<file path="src/hdl/swrl_pkg.sv">
// ----------------------------------------------------------------------------
// Sliding window rate limiter package
// Shared widths, register indexes, reset values and the command and status
// bundles that join the controller to the datapath.
// ----------------------------------------------------------------------------
package swrl_pkg;

    // Default sizing of the key table and of each key's timestamp ring.
    localparam int DEF_NUM_KEYS  = 64;
    localparam int DEF_MAX_LIMIT = 16;

    // Fixed field widths.
    localparam int KEY_ID_W    = 6;
    localparam int STAMP_W     = 48;
    localparam int LIMIT_W     = 5;
    localparam int WINDOW_W    = 32;
    localparam int CFG_INDEX_W = 1;
    localparam int CFG_DATA_W  = 32;

    // Configuration register indexes.
    localparam logic [CFG_INDEX_W-1:0] REG_REQUEST_LIMIT = 1'd0;
    localparam logic [CFG_INDEX_W-1:0] REG_WINDOW_LENGTH = 1'd1;

    // Configuration reset values.
    localparam logic [LIMIT_W-1:0]  LIMIT_RESET  = 5'd16;
    localparam logic [WINDOW_W-1:0] WINDOW_RESET = 32'd1000;

    // Commands from the controller to the datapath.
    typedef struct packed {
        logic clear_step;   // zero one entry of the key table
        logic accept;       // take a request with a valid key
        logic reject;       // answer a request with an out-of-range key
        logic load_meta;    // load head and count of the current key
        logic pop;          // drop the oldest stamp of the ring
        logic decide;       // allow or reject, append and write back
    } swrl_cmd_t;

    // Status from the datapath to the controller.
    typedef struct packed {
        logic clear_last;   // the clearing pass is at its last entry
        logic key_ok;       // the offered key is inside the table
        logic pop_ok;       // the ring is not empty and its oldest stamp expired
    } swrl_status_t;

endpackage

</file>
<file path="src/hdl/swrl_ctrl.sv">
// ----------------------------------------------------------------------------
// Sliding window rate limiter controller
// Sequences the clearing pass after reset, the key table look-up, the expiry
// scan over the ring and the final decision for each request.
// ----------------------------------------------------------------------------
module swrl_ctrl
    import swrl_pkg::*;
(
    input  logic         clk,
    input  logic         rst_n,
    input  logic         start,
    input  swrl_status_t status,
    output swrl_cmd_t    cmd,
    output logic         busy
);

    localparam logic [2:0] ST_CLEAR  = 3'd0;
    localparam logic [2:0] ST_IDLE   = 3'd1;
    localparam logic [2:0] ST_META   = 3'd2;
    localparam logic [2:0] ST_SCAN   = 3'd3;
    localparam logic [2:0] ST_DECIDE = 3'd4;

    logic [2:0] state_reg;
    logic [2:0] state_next;

    // State register.
    always_ff @(posedge clk or negedge rst_n)
    begin
        if (!rst_n)
        begin
            state_reg <= ST_CLEAR;
        end
        else
        begin
            state_reg <= state_next;
        end
    end

    // Next state and command decode.
    always_comb
    begin
        state_next = state_reg;
        cmd        = '0;
        unique case (state_reg)
            ST_CLEAR:
            begin
                cmd.clear_step = 1'b1;
                if (status.clear_last)
                begin
                    state_next = ST_IDLE;
                end
            end
            ST_IDLE:
            begin
                if (start)
                begin
                    if (status.key_ok)
                    begin
                        cmd.accept = 1'b1;
                        state_next = ST_META;
                    end
                    else
                    begin
                        cmd.reject = 1'b1;
                    end
                end
            end
            ST_META:
            begin
                cmd.load_meta = 1'b1;
                state_next    = ST_SCAN;
            end
            ST_SCAN:
            begin
                // One expired stamp leaves the ring in each cycle.
                if (status.pop_ok)
                begin
                    cmd.pop = 1'b1;
                end
                else
                begin
                    state_next = ST_DECIDE;
                end
            end
            ST_DECIDE:
            begin
                cmd.decide = 1'b1;
                state_next = ST_IDLE;
            end
            default:
            begin
                state_next = ST_IDLE;
            end
        endcase
    end

    assign busy = (state_reg != ST_IDLE);

endmodule

</file>
<file path="config.mk">
export PLATFORM = sky130hd
export DESIGN_NAME = swrl_ctrl
export DESIGN_NICKNAME = d
export VERILOG_FILES = /design/src/hdl/swrl_pkg.sv /design/src/hdl/swrl_ctrl.sv
export SDC_FILE = /design/constraint.sdc
export NUM_CORES = 1
export LEC_CHECK = 0
export BUFFER_PORTS_ARGS = -buffer_cell sky130_fd_sc_hd__buf_4
export CAP_MARGIN = 20
export CORE_AREA = 8 8 45 47
export DETAILED_ROUTE_END_ITERATION = 10
export DIE_AREA = 0 0 53 55
export PLACE_DENSITY = 0.42
export SETUP_SLACK_MARGIN = 0.1
export SYNTH_ARGS = -nofsm -noshare
export SYNTH_HDL_FRONTEND = slang
export SYNTH_SLANG_ARGS = --single-unit
</file>
<file path="constraint.sdc">
create_clock -name clk -period 1.35 [get_ports clk]
set_clock_uncertainty 0.1 [all_clocks]
set_input_delay 0.135 -clock clk [delete_from_list [all_inputs] [get_ports clk]]
set_output_delay 0.135 -clock clk [all_outputs]
set_load 0.05 [all_outputs]
</file>
==> metrics.csv <==
metric;value;unit
max_clock_freq;689;MHz
routed_wl;751;um
violations;setup timing;
antenna_found_initial;0;
drt_iter0_drc;1;
drc;0;
path_max_fanout;6;
fin_total_pwr;1.24;mW
critical_path_arrival;1220;ps
routed_via_density;4.11;
synthAdderAreaFrac;0;
die_area;0.00292;sq mm
syn_to_final_growth;151;%
core;0.00138;sq mm
cts.sinks;3;
grt_max_degree;9;
rsz0062_at_grt;true;
stdcell_count;62;
ys_seq_elements;3;
r2r-start;state_reg[1];
seq_area_frac_synth;0.361;
tritoncts;done;
setup_ws;-101;ps
slew_violations;0;
ir_drop;677;uV
dp.cells;49;
cp_top_family;flip-flops;
ys_warn_count;0;
die_w;53;um
max_slew_margin;0.897;
yosys.area_share.simple;0.488;
setup_viol;8;
ff2ff_setup_slack;-50;ps
grt_use_total;0.0574;
largest_register_ffs;3;
grt_pass1_wl;1150;um
overflow;0;
ys_top_cells_by_area;dfrtp_1 36%, a31o_1 8.4%, nor3b_1 7.2%, and4bb_2 6.0%, nand4bb_1 5.4%;
post_drt_wl_per_cell;12.1;um
netlist_area;208;sq um
synth_nets;27;
yosysUniqueCellTypes;15;
status;finished, violations left;
hold_viol;0;
crit_buf_inv;1;
synth_area_leader_cell;dfrtp_1;
cts-htree-levels;1;
first_pass_iters;4;
cp.required;1120;ps
finalCritPeriodShare;1.08;
place_congestion;0.620;
crit_type;register to output port;
crit_chain;or3b_4 -> buf_6;
hold_class;primary input to asynchronous set/reset pin;
design.portCount;13;
drive_gt1_frac;0.783;
muxShareOfSynthArea;0;
ctsLongestPathBuffers;2;
critPathMaxStageDelay;440;ps
start_kind;register;
die_h;55;um
cap_violations;0;
grt_pass1_vias;278;
initial_core_util;0.150;
rows;14;
ant_nets;0;
clockRootBuffer;clkbuf_4;
critPathSlowestCell;dfrtp_2;
clk_pin_slew;40;ps
synth_xor_area_frac;0;
synth.top_cell.area_share;0.361;
synth_compound_area_frac;0.0843;
nets;53;
synth_cells;21;
place.port_buffers;12;
powerDensity;2380;mW/mm^2
post-route-min-period;1450;ps
r2r-end;state_reg[0];
tightestPinTransition;154;ps
clk_latency;230;ps
r2r.worst_path.cells;5;
p_leak;0.227;nW
num_vias;255;
synth_top_family_by_area;simple AND/OR/NAND/NOR gates;
avgSynthCellArea;9.89;sq um
antenna_cells;0;
cts_buffers;3;
dpl.hpwl;496;um
end_kind;output port;
## synthesized netlist by cell type (all sizes together)
master and count:
nor3 1, and4b 1, nand4b 1, and4bb 1
and3b 1, or3b 1, or3 1, nand4bb 1
dfrtp 3, nand3b 1, inv 1, nor3b 2
a31o 2, nor2 2, buf 2
## layout make-up
cell class | instances | area (sq um)
fillers | 152 | 862
repair buffers | 23 | 216
multi-input cells | 15 | 176
flip-flops and latches | 3 | 78.8
clock buffers | 4 | 26.3
well taps | 16 | 20.0
inverters | 1 | 3.75
## power by group
part           total (mW)  switching, mW  internal (mW)
clock               0.158         0.0471          0.111
combinational       0.892          0.432          0.460
sequential          0.194         0.0610          0.133
## cell usage in the layout, fill, tap and decap left out, types with 2 or more instances in the layout
master	synthesis	final
buf_4	0	11
nor2_2	0	2
dfrtp_2	0	3
buf_6	0	11
nor3b_4	0	2
a31o_1	2	2
clkbuf_4	0	3
## kinds of logic after synthesis
| kind of cell | Yosys count |
|---|---|
| AND/OR/NAND/NOR | 13 |
| flip-flops | 3 |
| buffers and inverters | 3 |
| AO/OA/AOI/OAI | 2 |
## timing repair
| action | in CTS | in global routing |
|---|---|---|
| resized for setup | 17 | 1 |
| setup endpoints to repair | 8 | 9 |
| hold endpoints to repair | 3 | 0 |
| buffers inserted | 7 | 1 |
| pin swaps | 7 | 1 |
| hold buffers | 1 | 0 |
## metal layers
layer / GRT usage / vias to the layer above / part of all wire
met5: 0 / - / 0
met1: 0.0442 / 116 / 0.38
li1: - / 129 / -
met3: 0.0241 / 0 / 0.12
met4: 0.0647 / 0 / 0
met2: 0.102 / 10 / 0.50
## stage by stage
step / worst slack, ps / hold WS, ps / util / area [sq um] / TNS, ps
after floorplan: -74.1 / -261 / - / 234 / -266
after global placement: 55.7 / -174 / 0.252 / 349 / 0
after detailed placement: 27.7 / -174 / 0.252 / 349 / 0
after CTS: -107 / 114 / 0.370 / 512 / -546
after global routing: -150 / 126 / 0.377 / 522 / -1010
final: -101 / 124 / 0.377 / 522 / -479
## worst max-delay path by stage
stage / startpoint / end / slack [ps] / cells past startpoint
after floorplan: state_reg[0] / cmd[0] / -70 / 2
after global placement: state_reg[1] / busy / 60 / 2
after detailed placement: state_reg[1] / state_reg[0] / 30 / 2
after CTS: state_reg[1] / busy / -110 / 2
after global routing: state_reg[0] / busy / -150 / 2
final: state_reg[2] / busy / -100 / 2
## worst reg2reg max path, stage by stage (launching register included)
cell      delay, ps
dfrtp_2         420
buf_4           140
buf_6           110
buf_4           120
nand4b_1        160
a31o_1          230
Power figures use the tool's default switching activity.
